File: src/rtl/flm_pkg.sv
`timescale 1ns / 1ps
`default_nettype none
// ----------------------------------------------------------------------------
// flm_pkg: shared types and constants of the formula lexer
// result word layout, front-to-back command word, function name table
// ----------------------------------------------------------------------------
package flm_pkg;

	localparam int KIND_W  = 2;
	localparam int CLS_W   = 3;
	localparam int FID_W   = 5;
	localparam int START_W = 16;
	localparam int LEN_W   = 16;
	localparam int CHAR_W  = 16;

	// result kinds
	localparam logic [KIND_W-1:0] KIND_TOKEN = 2'd0;
	localparam logic [KIND_W-1:0] KIND_ERROR = 2'd1;
	localparam logic [KIND_W-1:0] KIND_END   = 2'd2;

	// token classes
	localparam logic [CLS_W-1:0] CLS_VALUE   = 3'd0;
	localparam logic [CLS_W-1:0] CLS_FUNC    = 3'd1;
	localparam logic [CLS_W-1:0] CLS_COMPARE = 3'd2;
	localparam logic [CLS_W-1:0] CLS_ADD     = 3'd3;
	localparam logic [CLS_W-1:0] CLS_MUL     = 3'd4;
	localparam logic [CLS_W-1:0] CLS_POWER   = 3'd5;
	localparam logic [CLS_W-1:0] CLS_BRACKET = 3'd6;
	localparam logic [CLS_W-1:0] CLS_SEP     = 3'd7;

	// function name table, ids are index + 1
	localparam int FN_COUNT = 18;
	localparam int FN_MAX   = 5;

	localparam logic [2:0] FN_LEN [FN_COUNT] = '{
		3'd4, 3'd3, 3'd2, 3'd3, 3'd3, 3'd3, 3'd4, 3'd4, 3'd4,
		3'd4, 3'd4, 3'd4, 3'd3, 3'd4, 3'd5, 3'd3, 3'd4, 3'd4
	};

	localparam logic [7:0] FN_CHARS [FN_COUNT][FN_MAX] = '{
		'{"s", "q", "r", "t", 8'h00},
		'{"l", "o", "g", 8'h00, 8'h00},
		'{"l", "n", 8'h00, 8'h00, 8'h00},
		'{"s", "i", "n", 8'h00, 8'h00},
		'{"c", "o", "s", 8'h00, 8'h00},
		'{"t", "a", "n", 8'h00, 8'h00},
		'{"s", "i", "n", "h", 8'h00},
		'{"c", "o", "s", "h", 8'h00},
		'{"t", "a", "n", "h", 8'h00},
		'{"a", "s", "i", "n", 8'h00},
		'{"a", "c", "o", "s", 8'h00},
		'{"a", "t", "a", "n", 8'h00},
		'{"a", "b", "s", 8'h00, 8'h00},
		'{"c", "e", "i", "l", 8'h00},
		'{"f", "l", "o", "o", "r"},
		'{"s", "u", "m", 8'h00, 8'h00},
		'{"m", "u", "l", "t", 8'h00},
		'{"d", "a", "t", "a", 8'h00}
	};

	// one outgoing word
	typedef struct packed {
		logic [KIND_W-1:0]  kind;
		logic [CLS_W-1:0]   cls;
		logic [FID_W-1:0]   fid;
		logic [START_W-1:0] start;
		logic [LEN_W-1:0]   len;
		logic               last;
	} result_t;

	// what one character causes: up to three words, in slot order
	localparam int SLOTS = 3;

	typedef struct packed {
		logic [SLOTS-1:0]          slot_valid;
		result_t [SLOTS-1:0]       slot;
	} cmd_t;

	// command queue between front and back
	localparam int QDEPTH = 4;
	localparam int QPTR_W = $clog2(QDEPTH);
	localparam int QCNT_W = $clog2(QDEPTH + 1);

	typedef struct packed {
		logic full;
		logic empty;
	} qstat_t;

	function automatic result_t mk_result(
		input logic [KIND_W-1:0]  kind,
		input logic [CLS_W-1:0]   cls,
		input logic [FID_W-1:0]   fid,
		input logic [START_W-1:0] start,
		input logic [LEN_W-1:0]   len,
		input logic               last
	);
		result_t r;
		r.kind  = kind;
		r.cls   = cls;
		r.fid   = fid;
		r.start = start;
		r.len   = len;
		r.last  = last;
		return r;
	endfunction

endpackage
`default_nettype wire

File: src/rtl/flm_front.sv
`timescale 1ns / 1ps
`default_nettype none
// ----------------------------------------------------------------------------
// flm_front: character classifier and lexer state
// takes one character a cycle while accept is high and builds the command word for the back end
// ----------------------------------------------------------------------------
module flm_front
	import flm_pkg::*;
#(
	parameter int POS_BITS  = 16,
	parameter int NAME_KEEP = 5
) (
	input  wire logic              clk,
	input  wire logic              arst_n,
	input  wire logic              accept,
	input  wire logic [CHAR_W-1:0] char_code,
	input  wire logic              final_char,
	output logic                   push,
	output cmd_t                   cmd
);

	localparam int LEN_BITS = (POS_BITS < LEN_W) ? POS_BITS : LEN_W;
	localparam int KEEP_IW  = $clog2(NAME_KEEP);

	localparam logic [CHAR_W-1:0] CH_0     = 16'h0030;
	localparam logic [CHAR_W-1:0] CH_9     = 16'h0039;
	localparam logic [CHAR_W-1:0] CH_DOT   = 16'h002E;
	localparam logic [CHAR_W-1:0] CH_LC_A  = 16'h0061;
	localparam logic [CHAR_W-1:0] CH_LC_Z  = 16'h007A;
	localparam logic [CHAR_W-1:0] CH_UC_A  = 16'h0041;
	localparam logic [CHAR_W-1:0] CH_UC_Z  = 16'h005A;
	localparam logic [CHAR_W-1:0] CH_US    = 16'h005F;
	localparam logic [CHAR_W-1:0] CH_BANG  = 16'h0021;
	localparam logic [CHAR_W-1:0] CH_EQ    = 16'h003D;
	localparam logic [CHAR_W-1:0] CH_GT    = 16'h003E;
	localparam logic [CHAR_W-1:0] CH_LT    = 16'h003C;
	localparam logic [CHAR_W-1:0] CH_PLUS  = 16'h002B;
	localparam logic [CHAR_W-1:0] CH_MINUS = 16'h002D;
	localparam logic [CHAR_W-1:0] CH_STAR  = 16'h002A;
	localparam logic [CHAR_W-1:0] CH_SLASH = 16'h002F;
	localparam logic [CHAR_W-1:0] CH_PCT   = 16'h0025;
	localparam logic [CHAR_W-1:0] CH_CARET = 16'h005E;
	localparam logic [CHAR_W-1:0] CH_LPAR  = 16'h0028;
	localparam logic [CHAR_W-1:0] CH_RPAR  = 16'h0029;
	localparam logic [CHAR_W-1:0] CH_LBRK  = 16'h005B;
	localparam logic [CHAR_W-1:0] CH_RBRK  = 16'h005D;
	localparam logic [CHAR_W-1:0] CH_COMMA = 16'h002C;
	localparam logic [CHAR_W-1:0] CH_COLON = 16'h003A;
	localparam logic [CHAR_W-1:0] CH_SPACE = 16'h0020;

	typedef enum logic [1:0] {
		MODE_IDLE,
		MODE_NUM,
		MODE_IDENT,
		MODE_BANG
	} mode_t;

	typedef logic [NAME_KEEP-1:0][CHAR_W-1:0] prefix_t;

	mode_t                mode_q, mode_d;
	logic [POS_BITS-1:0]  tok_start_q, tok_start_d;
	logic [LEN_BITS-1:0]  tok_len_q, tok_len_d;
	logic [POS_BITS-1:0]  char_pos_q, char_pos_d;
	logic                 skip_q, skip_d;
	prefix_t              prefix_q, prefix_d;

	logic                 c_num, c_alpha, c_ident, c_single;
	logic [CLS_W-1:0]     single_cls;
	logic                 done, bad;

	function automatic logic [FID_W-1:0] lookup(input prefix_t pre,
			input logic [LEN_BITS-1:0] len);
		logic [FID_W-1:0] fid;
		logic             same;
		fid = '0;
		for (int k = FN_COUNT - 1; k >= 0; k--) begin
			same = (LEN_BITS'(FN_LEN[k]) == len);
			for (int i = 0; i < FN_MAX; i++) begin
				if (i < int'(FN_LEN[k]) && pre[i] != {8'h00, FN_CHARS[k][i]})
					same = 1'b0;
			end
			if (same)
				fid = FID_W'(k + 1);
		end
		return fid;
	endfunction

	// pending token as it is closed
	function automatic result_t flush_rec(input mode_t mode,
			input logic [POS_BITS-1:0] start, input logic [LEN_BITS-1:0] len,
			input logic [FID_W-1:0] fid);
		result_t r;
		case (mode)
			MODE_IDENT: r = mk_result(KIND_TOKEN, (fid != '0) ? CLS_FUNC : CLS_VALUE, fid,
				START_W'(start), LEN_W'(len), 1'b0);
			MODE_BANG:  r = mk_result(KIND_TOKEN, CLS_COMPARE, '0, START_W'(start),
				LEN_W'(1), 1'b0);
			default:    r = mk_result(KIND_TOKEN, CLS_VALUE, '0, START_W'(start),
				LEN_W'(len), 1'b0);
		endcase
		return r;
	endfunction

	function automatic logic [LEN_BITS-1:0] grow(input logic [LEN_BITS-1:0] len);
		return (len == '1) ? len : len + 1'b1;
	endfunction

	assign c_num   = (char_code inside {[CH_0:CH_9]}) || (char_code == CH_DOT);
	assign c_alpha = (char_code inside {[CH_LC_A:CH_LC_Z], [CH_UC_A:CH_UC_Z]});
	assign c_ident = c_alpha || (char_code inside {[CH_0:CH_9]}) || (char_code == CH_US);

	// one-character tokens
	always_comb begin
		c_single   = 1'b1;
		single_cls = CLS_VALUE;
		case (char_code) inside
			CH_EQ, CH_GT, CH_LT:              single_cls = CLS_COMPARE;
			CH_PLUS, CH_MINUS:                single_cls = CLS_ADD;
			CH_STAR, CH_SLASH, CH_PCT:        single_cls = CLS_MUL;
			CH_CARET:                         single_cls = CLS_POWER;
			CH_LPAR, CH_RPAR, CH_LBRK, CH_RBRK: single_cls = CLS_BRACKET;
			CH_COMMA, CH_COLON:               single_cls = CLS_SEP;
			default:                          c_single = 1'b0;
		endcase
	end

	always_comb begin
		mode_d      = mode_q;
		tok_start_d = tok_start_q;
		tok_len_d   = tok_len_q;
		char_pos_d  = char_pos_q;
		skip_d      = skip_q;
		prefix_d    = prefix_q;
		cmd         = '0;
		done        = 1'b0;
		bad         = 1'b0;
		if (accept) begin
			if (skip_q) begin
				if (final_char) begin
					mode_d      = MODE_IDLE;
					tok_start_d = '0;
					tok_len_d   = '0;
					char_pos_d  = '0;
					skip_d      = 1'b0;
				end
			end else begin
				// continue or close the pending token
				case (mode_q)
					MODE_NUM: begin
						if (c_num) begin
							tok_len_d = grow(tok_len_q);
							done      = 1'b1;
						end
					end
					MODE_IDENT: begin
						if (c_ident) begin
							if (tok_len_q < LEN_BITS'(NAME_KEEP))
								prefix_d[tok_len_q[KEEP_IW-1:0]] = char_code;
							tok_len_d = grow(tok_len_q);
							done      = 1'b1;
						end
					end
					MODE_BANG: begin
						if (char_code == CH_EQ) begin
							cmd.slot_valid[0] = 1'b1;
							cmd.slot[0] = mk_result(KIND_TOKEN, CLS_COMPARE, '0,
								START_W'(tok_start_q), LEN_W'(2), 1'b0);
							mode_d = MODE_IDLE;
							done   = 1'b1;
						end
					end
					default: ;
				endcase
				if (!done && mode_q != MODE_IDLE) begin
					cmd.slot_valid[0] = 1'b1;
					cmd.slot[0] = flush_rec(mode_q, tok_start_q, tok_len_q,
						lookup(prefix_q, tok_len_q));
				end
				// start something new
				if (!done) begin
					mode_d = MODE_IDLE;
					if (c_num) begin
						mode_d      = MODE_NUM;
						tok_start_d = char_pos_q;
						tok_len_d   = LEN_BITS'(1);
					end else if (c_alpha || char_code == CH_US) begin
						mode_d      = MODE_IDENT;
						tok_start_d = char_pos_q;
						tok_len_d   = LEN_BITS'(1);
						prefix_d[0] = char_code;
					end else if (char_code == CH_BANG) begin
						mode_d      = MODE_BANG;
						tok_start_d = char_pos_q;
						tok_len_d   = LEN_BITS'(1);
					end else if (c_single) begin
						cmd.slot_valid[1] = 1'b1;
						cmd.slot[1] = mk_result(KIND_TOKEN, single_cls, '0,
							START_W'(char_pos_q), LEN_W'(1), 1'b0);
					end else if (char_code != CH_SPACE) begin
						bad = 1'b1;
						cmd.slot_valid[1] = 1'b1;
						cmd.slot[1] = mk_result(KIND_ERROR, CLS_VALUE, '0,
							START_W'(char_pos_q), LEN_W'(1), 1'b1);
					end
				end
				if (bad) begin
					if (final_char) begin
						mode_d      = MODE_IDLE;
						tok_start_d = '0;
						tok_len_d   = '0;
						char_pos_d  = '0;
					end else begin
						skip_d = 1'b1;
					end
				end else begin
					char_pos_d = char_pos_q + 1'b1;
					if (final_char) begin
						if (mode_d != MODE_IDLE) begin
							cmd.slot_valid[1] = 1'b1;
							cmd.slot[1] = flush_rec(mode_d, tok_start_d, tok_len_d,
								lookup(prefix_d, tok_len_d));
						end
						cmd.slot_valid[2] = 1'b1;
						cmd.slot[2] = mk_result(KIND_END, CLS_VALUE, '0,
							START_W'(char_pos_q), '0, 1'b1);
						mode_d      = MODE_IDLE;
						tok_start_d = '0;
						tok_len_d   = '0;
						char_pos_d  = '0;
					end
				end
			end
		end
	end

	assign push = |cmd.slot_valid;

	always_ff @(posedge clk or negedge arst_n) begin
		if (!arst_n) begin
			mode_q      <= MODE_IDLE;
			tok_start_q <= '0;
			tok_len_q   <= '0;
			char_pos_q  <= '0;
			skip_q      <= 1'b0;
		end else begin
			mode_q      <= mode_d;
			tok_start_q <= tok_start_d;
			tok_len_q   <= tok_len_d;
			char_pos_q  <= char_pos_d;
			skip_q      <= skip_d;
		end
	end

	// name characters, no reset
	always_ff @(posedge clk) begin
		prefix_q <= prefix_d;
	end

`ifndef SYNTHESIS
	a_fin_restarts: assert property (@(posedge clk) disable iff (!arst_n)
		(accept && final_char) |=> (mode_q == MODE_IDLE && char_pos_q == '0 && !skip_q))
		else $error("lexer state not restarted after last character");
`endif

endmodule
`default_nettype wire

File: src/rtl/flm_queue.sv
`timescale 1ns / 1ps
`default_nettype none
// ----------------------------------------------------------------------------
// flm_queue: short command queue between front and back
// register-based fifo, write at tail, registered-array read at head
// ----------------------------------------------------------------------------
module flm_queue
	import flm_pkg::*;
(
	input  wire logic clk,
	input  wire logic arst_n,
	input  wire logic push,
	input  wire cmd_t push_data,
	input  wire logic pop,
	output cmd_t      head,
	output qstat_t    stat
);

	cmd_t              mem_q [QDEPTH];
	logic [QPTR_W-1:0] wr_ptr_q, rd_ptr_q;
	logic [QCNT_W-1:0] count_q;

	assign head       = mem_q[rd_ptr_q];
	assign stat.full  = (count_q == QCNT_W'(QDEPTH));
	assign stat.empty = (count_q == '0);

	always_ff @(posedge clk or negedge arst_n) begin
		if (!arst_n) begin
			wr_ptr_q <= '0;
			rd_ptr_q <= '0;
			count_q  <= '0;
		end else begin
			if (push)
				wr_ptr_q <= wr_ptr_q + 1'b1;
			if (pop)
				rd_ptr_q <= rd_ptr_q + 1'b1;
			if (push && !pop)
				count_q <= count_q + 1'b1;
			else if (pop && !push)
				count_q <= count_q - 1'b1;
		end
	end

	always_ff @(posedge clk) begin
		if (push)
			mem_q[wr_ptr_q] <= push_data;
	end

`ifndef SYNTHESIS
	a_no_overflow: assert property (@(posedge clk) disable iff (!arst_n)
		push |-> !stat.full)
		else $error("command queue written while full");
	a_no_underflow: assert property (@(posedge clk) disable iff (!arst_n)
		pop |-> !stat.empty)
		else $error("command queue read while empty");
`endif

endmodule
`default_nettype wire

File: src/rtl/flm_back.sv
`timescale 1ns / 1ps
`default_nettype none
// ----------------------------------------------------------------------------
// flm_back: result sequencer
// walks the valid slots of the head command, one word per cycle unless
// out_stall holds a loaded word, into the output register
// ----------------------------------------------------------------------------
module flm_back
	import flm_pkg::*;
(
	input  wire logic   clk,
	input  wire logic   arst_n,
	input  wire cmd_t   head,
	input  wire qstat_t stat,
	output logic        pop,
	input  wire logic   out_stall,
	output logic        out_valid,
	output result_t     result
);

	logic [SLOTS-1:0] done_q;
	logic [SLOTS-1:0] pending, pick, remain;
	logic             out_valid_q, load;
	result_t          result_q, pick_res;

	assign pending = head.slot_valid & ~done_q;

	// lowest pending slot first
	always_comb begin
		pick     = '0;
		pick_res = head.slot[0];
		for (int i = SLOTS - 1; i >= 0; i--) begin
			if (pending[i]) begin
				pick     = SLOTS'(1) << i;
				pick_res = head.slot[i];
			end
		end
	end

	assign remain = pending & ~pick;
	assign load   = !stat.empty && (!out_valid_q || !out_stall);
	assign pop    = load && (remain == '0);

	always_ff @(posedge clk or negedge arst_n) begin
		if (!arst_n) begin
			out_valid_q <= 1'b0;
			done_q      <= '0;
		end else begin
			if (load)
				out_valid_q <= 1'b1;
			else if (!out_stall)
				out_valid_q <= 1'b0;
			if (pop)
				done_q <= '0;
			else if (load)
				done_q <= done_q | pick;
		end
	end

	always_ff @(posedge clk) begin
		if (load)
			result_q <= pick_res;
	end

	assign out_valid = out_valid_q;
	assign result    = result_q;

`ifndef SYNTHESIS
	a_head_has_work: assert property (@(posedge clk) disable iff (!arst_n)
		load |-> (pending != '0))
		else $error("queued command without a pending word");
`endif

endmodule
`default_nettype wire

File: src/rtl/formula_lexer.sv
`timescale 1ns / 1ps
`default_nettype none
// path: each word of a character is written into the command queue and then
//   loaded into the output register
// throughput, out_stall low: one character per cycle while each gives at most one word;
//   a character that closes a token and ends the formula gives up to three words,
//   drained one per cycle from a 4-deep command queue; input stalls only on a full queue
// reset: arst_n clears lexer state, queue pointers and output valid at once
// ----------------------------------------------------------------------------
// formula_lexer: streaming tokenizer for arithmetic formulas
// front end classifies characters and tracks the open token, back end turns
// each queued command into tokens, error and end words
// ----------------------------------------------------------------------------
module formula_lexer
	import flm_pkg::*;
#(
	parameter int POS_BITS  = 16,
	parameter int NAME_KEEP = 5
) (
	input  wire logic               clk,
	input  wire logic               arst_n,
	// character word
	input  wire logic               in_valid,
	output logic                    in_stall,
	input  wire logic [CHAR_W-1:0]  char_code,
	input  wire logic               final_char,
	// result word
	output logic                    out_valid,
	input  wire logic               out_stall,
	output logic [KIND_W-1:0]       kind,
	output logic [CLS_W-1:0]        token_class,
	output logic [FID_W-1:0]        function_id,
	output logic [START_W-1:0]      start_pos,
	output logic [LEN_W-1:0]        token_len,
	output logic                    last_result
);

	logic    accept;
	logic    push, pop;
	cmd_t    cmd, head;
	qstat_t  stat;
	result_t result;

	// front stalls only on a full queue, so it keeps taking characters
	// while the back end still holds a word in its output register
	assign in_stall = stat.full;
	assign accept   = in_valid && !in_stall;

	flm_front #(
		.POS_BITS  (POS_BITS),
		.NAME_KEEP (NAME_KEEP)
	) u_front (
		.clk        (clk),
		.arst_n     (arst_n),
		.accept     (accept),
		.char_code  (char_code),
		.final_char (final_char),
		.push       (push),
		.cmd        (cmd)
	);

	// commands without any word (spaces, dropped tail) are never queued
	flm_queue u_queue (
		.clk       (clk),
		.arst_n    (arst_n),
		.push      (push),
		.push_data (cmd),
		.pop       (pop),
		.head      (head),
		.stat      (stat)
	);

	flm_back u_back (
		.clk       (clk),
		.arst_n    (arst_n),
		.head      (head),
		.stat      (stat),
		.pop       (pop),
		.out_stall (out_stall),
		.out_valid (out_valid),
		.result    (result)
	);

	// unpack the output register onto the field ports
	assign kind        = result.kind;
	assign token_class = result.cls;
	assign function_id = result.fid;
	assign start_pos   = result.start;
	assign token_len   = result.len;
	assign last_result = result.last;

endmodule
`default_nettype wire

File: config.mk
export PLATFORM = sky130hd
export DESIGN_NAME = formula_lexer
export DESIGN_NICKNAME = d
export VERILOG_FILES = /design/src/rtl/flm_pkg.sv /design/src/rtl/flm_front.sv /design/src/rtl/flm_queue.sv /design/src/rtl/flm_back.sv /design/src/rtl/formula_lexer.sv
export SDC_FILE = /design/constraint.sdc
export NUM_CORES = 1
export LEC_CHECK = 0
export BUFFER_PORTS_ARGS = -buffer_cell sky130_fd_sc_hd__buf_2
export CORE_AREA = 4 4 239 241
export CTS_CLUSTER_DIAMETER = 150
export DETAILED_ROUTE_END_ITERATION = 6
export DIE_AREA = 0 0 243 245
export GPL_ROUTABILITY_DRIVEN = 0
export PLACE_DENSITY_LB_ADDON = 0.1
export SLEW_MARGIN = 20
export SYNTH_ARGS = -nofsm -noshare
export SYNTH_HDL_FRONTEND = slang
export SYNTH_SLANG_ARGS = --single-unit
File: constraint.sdc
create_clock -name clk -period 18.2 [get_ports clk]
set_input_delay 1.82 -clock clk [delete_from_list [all_inputs] [get_ports clk]]
set_output_delay 1.82 -clock clk [all_outputs]
set_load 0.02 [all_outputs]
==> impl_results.md <==
- Clock network power share: 0.296
- Crit path time final: 6.794 ns
- # Post-CTS Setup Buffers: 0
- Worst slew margin: 0.1974
- Combinational share of power: 0.253
- Drt via density: 6.352
- Synth top area share: 0.5721
- Final setup vio count: 0
- Switching power: 1245 uW
- Worst-case vdd ir drop: 0.1102 mV
- Syn-to-layout area delta: 10.57%
- HP Start: u_back.done_q[0]
- Core area: 54,880 sq um
- 1st-pass router iterations: 6
- Startpoint Class: primary input
- Initial Utilization: 0.4964
- Cts bufs inserted: 59
- Seq pwr share: 0.451
- P_int: 2737 uW
- Syn nets: 2,046
- Die Height: 245 um
- Main flop type after synthesis: edfxtp_1
- Via Count: 17,750
- Setup crit start: char_code[3]
- Worst Tran Pin Value: 1.204 ns
- Worst Hold Depth: 2
- Routed WL: 69,160 um
- HPWL Detailed: 43,500 um
- Count of pins over their slew limit: 0
- CP Data Required Time: 18.43 ns
- Fin Clk Skew: 0.01995 ns
- Residual DRC count: 0
- HP Class: reg -> reg
- Post-CTS sizing: 0
- Clock Tree Root: clkbuf_16
- RSZ-0062 raised after global routing: false
- CP arrival: 7.03 ns
- Final Hold Slack: 0.4832 ns
- Reg clk slew, reported paths: 0.06 ns
- Number of hold buffers added after cts: 0
- Fill count: 4,528
- Worst-skew pair later-pin latency: 0.62 ns
- Grt ovf: 0
- Largest net degree at the start of global routing: 82
- DR WL/cell: 24.75 um
- Clock Tree Buf Depth: 3
- Sink Count: 581
- Placed instance area: 28,230 sq um
- Io pins: 66
- Netlist Area Pre-Place: 27,240 sq um
- CTS tree: yes
- Area of the die: 59,540 sq um
- Number of DRC markers in iteration 0: 1,920
- Reg-to-Reg Start: u_front.mode_q[1]
- Type of the worst setup path: in -> reg
- Layout cell share with drive strength beyond 1: 0.1684
- Lkg Pwr: 0.01027 uW
- Num rows: 86
- Die width: 243 um
- First-pass GRT wire length: 106,300 um
- Setup_tns: 0 ns
- Critical path peak fanout: 66
- Most area-consuming cells after synthesis: edfxtp_1 (57%), mux4_2 (8.2%), dfrtp_1 (5.7%)
- H-Tree Depth: 2
- Final Hold Vio Count: 0
- Vias in the first global route: 17,390
- Area leader, netlist: edfxtp_1
- Synth Instances: 2,009
- FF+latch count, synth: 581
- P per Cell Area: 132.2 nW/um^2
- Critical path endpoint category: flop
- Sw frac: 0.3125
- Antenna violations before repair: 0
- Buffers on Ports: 65
- Max Fclk: 0.1472 GHz
- Nets: 2,076
- Final Cell Area: 30,120 sq um
- Status: finished clean
- Depth of the most critical reg-to-reg path: 14
- EDFF count, synth: 519
- Synth unique cells: 95
- Post-synthesis sequential area ratio: 0.6290
- Asr flop ratio synth: 0.1067
- Overall Global Routing Usage: 0.2296
- Antenna-violating nets left: 0
- Syn Area/Cell: 13.56 sq um
- Antenna cells: 0
- Period utilization: 0.3733
- MaxCap Viol Count: 0
- Syn. warnings: 0
## power by group through the flow
stage                     sequential, uW  clock, uW  combinational, uW
after floorplan                     1840          0                672
after global placement              1820          0               1020
after detailed placement            1830          0               1020
after CTS                           1800       1200               1020
after global routing                1820       1260               1090
final                               1800       1180               1010
## area by class of cell
cell class / count / area, sq um / area share
well taps: 704 / 880.8 / 0.02924
multi-input cells: 1269 / 9542 / 0.3167
repair buffers: 93 / 535.5 / 0.01778
flip-flops and latches: 581 / 17140 / 0.5691
clock inverters: 40 / 342.8 / 0.01138
inverters: 35 / 132.6 / 0.004403
clock buffers: 72 / 1546 / 0.05134
## placed cells by master (no fill, tap or decap), types with 13 or more instances in the layout
cell and instances:
edfxtp_1 519, nand2_1 215, nor2_1 112, mux4_2 99, a21oi_1 83, and2_1 81
buf_2 65, clkbuf_16 60, dfrtp_1 60, nand3_1 51, o21ai_0 51, o22ai_1 40
nor3_1 36, and3_1 35, nor2b_1 33, inv_1 33, buf_4 28, nor4_1 27
nand4_1 25, a22oi_1 22, nand2b_1 21, mux2i_1 20, a22o_1 19, clkinv_2 18
a31oi_1 17, xnor2_1 16, ha_1 15, or4_1 14, mux2_2 13, a211oi_1 13
## metal layers
layer / vias up / share of wire / GRT usage
li1: 7880 / - / -
met1: 8888 / 0.44 / 0.3433
met2: 810 / 0.45 / 0.3498
met3: 170 / 0.072 / 0.03736
met4: 0 / 0.032 / 0.07011
met5: - / 0 / 0
## logic make-up after synthesis
family / synth area share
AOI/OAI and AO/OA: 0.09103
xor gates and xnor gates: 0.007716
adders and majority gates: 0.007624
buffers and inverters: 0.02347
DFF: 0.6290
muxes: 0.09649
and+or+nand+nor: 0.1447
## sequential cells by signal, summed over array words and instances (netlist names)
register,flops
u_back.done_q,3
u_queue.count_q,3
u_queue.wr_ptr_q,2
u_back.out_valid,1
u_queue.rd_ptr_q,2
u_front.skip_q,1
u_back.result,43
u_front.tok_start_q,16
u_front.mode_q,2
u_front.tok_len_q,16
u_front.char_pos_q,16
u_front.prefix_q,80
u_queue.mem_q,396
## critical path: stages
cell     delay (ns)
buf_2          0.38
nor2b_1        0.34
a31oi_1        0.20
nor3_4         0.59
o21ai_2        0.19
a21oi_1        0.44
nand3_1        0.12
o21ai_0        0.26
o21ai_1        0.24
a21oi_1        0.51
or3_1          0.38
and2_4         0.56
buf_4          0.86
## metrics by stage
stage	std cells	total power, uW	worst slack [ns]	util
after floorplan	2009	2507	10.97	-
after global placement	2682	2839	11.04	0.5142
after detailed placement	2682	2850	10.80	0.5145
after CTS	2794	4028	11.44	0.5489
after global routing	2794	4173	10.92	0.5489
final	2794	3982	11.41	0.5489
## Yosys cell counts (7+ instances only)
library cell and number:
edfxtp_1 519, and2_1 85, nor2_1 113, o21ai_1 11, o22ai_1 40, xor2_1 8
mux2i_1 20, and3_1 35, a21oi_1 84, nand3b_1 10, o211ai_1 8, nor2b_1 34
nor3b_1 8, o31ai_1 10, buf_2 10, inv_1 34, a22o_1 19, nor3_1 37
xnor2_1 16, nand4_1 25, or4_1 14, mux2_2 13, nand2b_1 23, ha_1 15
buf_1 16, or3_1 11, o41ai_1 7, dfrtp_1 62, nand2_1 215, nand3_1 51
a31oi_1 17, nor4_1 27, clkbuf_1 93, mux4_2 99, a211oi_1 13, o21ai_0 51
a22oi_1 22
## worst paths after layout
check | slack [ns] | end
worst max-delay path | 11.41 | u_queue.mem_q[1][11]
worst max register to register | 12.46 | u_queue.mem_q[1][11]
min in group asynchronous | 1.37 | u_front.tok_len_q[9]
worst min-delay path | 0.48 | u_back.done_q[0]
worst min register to register | 0.48 | u_back.done_q[0]
max in group asynchronous | 16.13 | u_queue.rd_ptr_q[1]
Power figures use the tool's default switching activity.
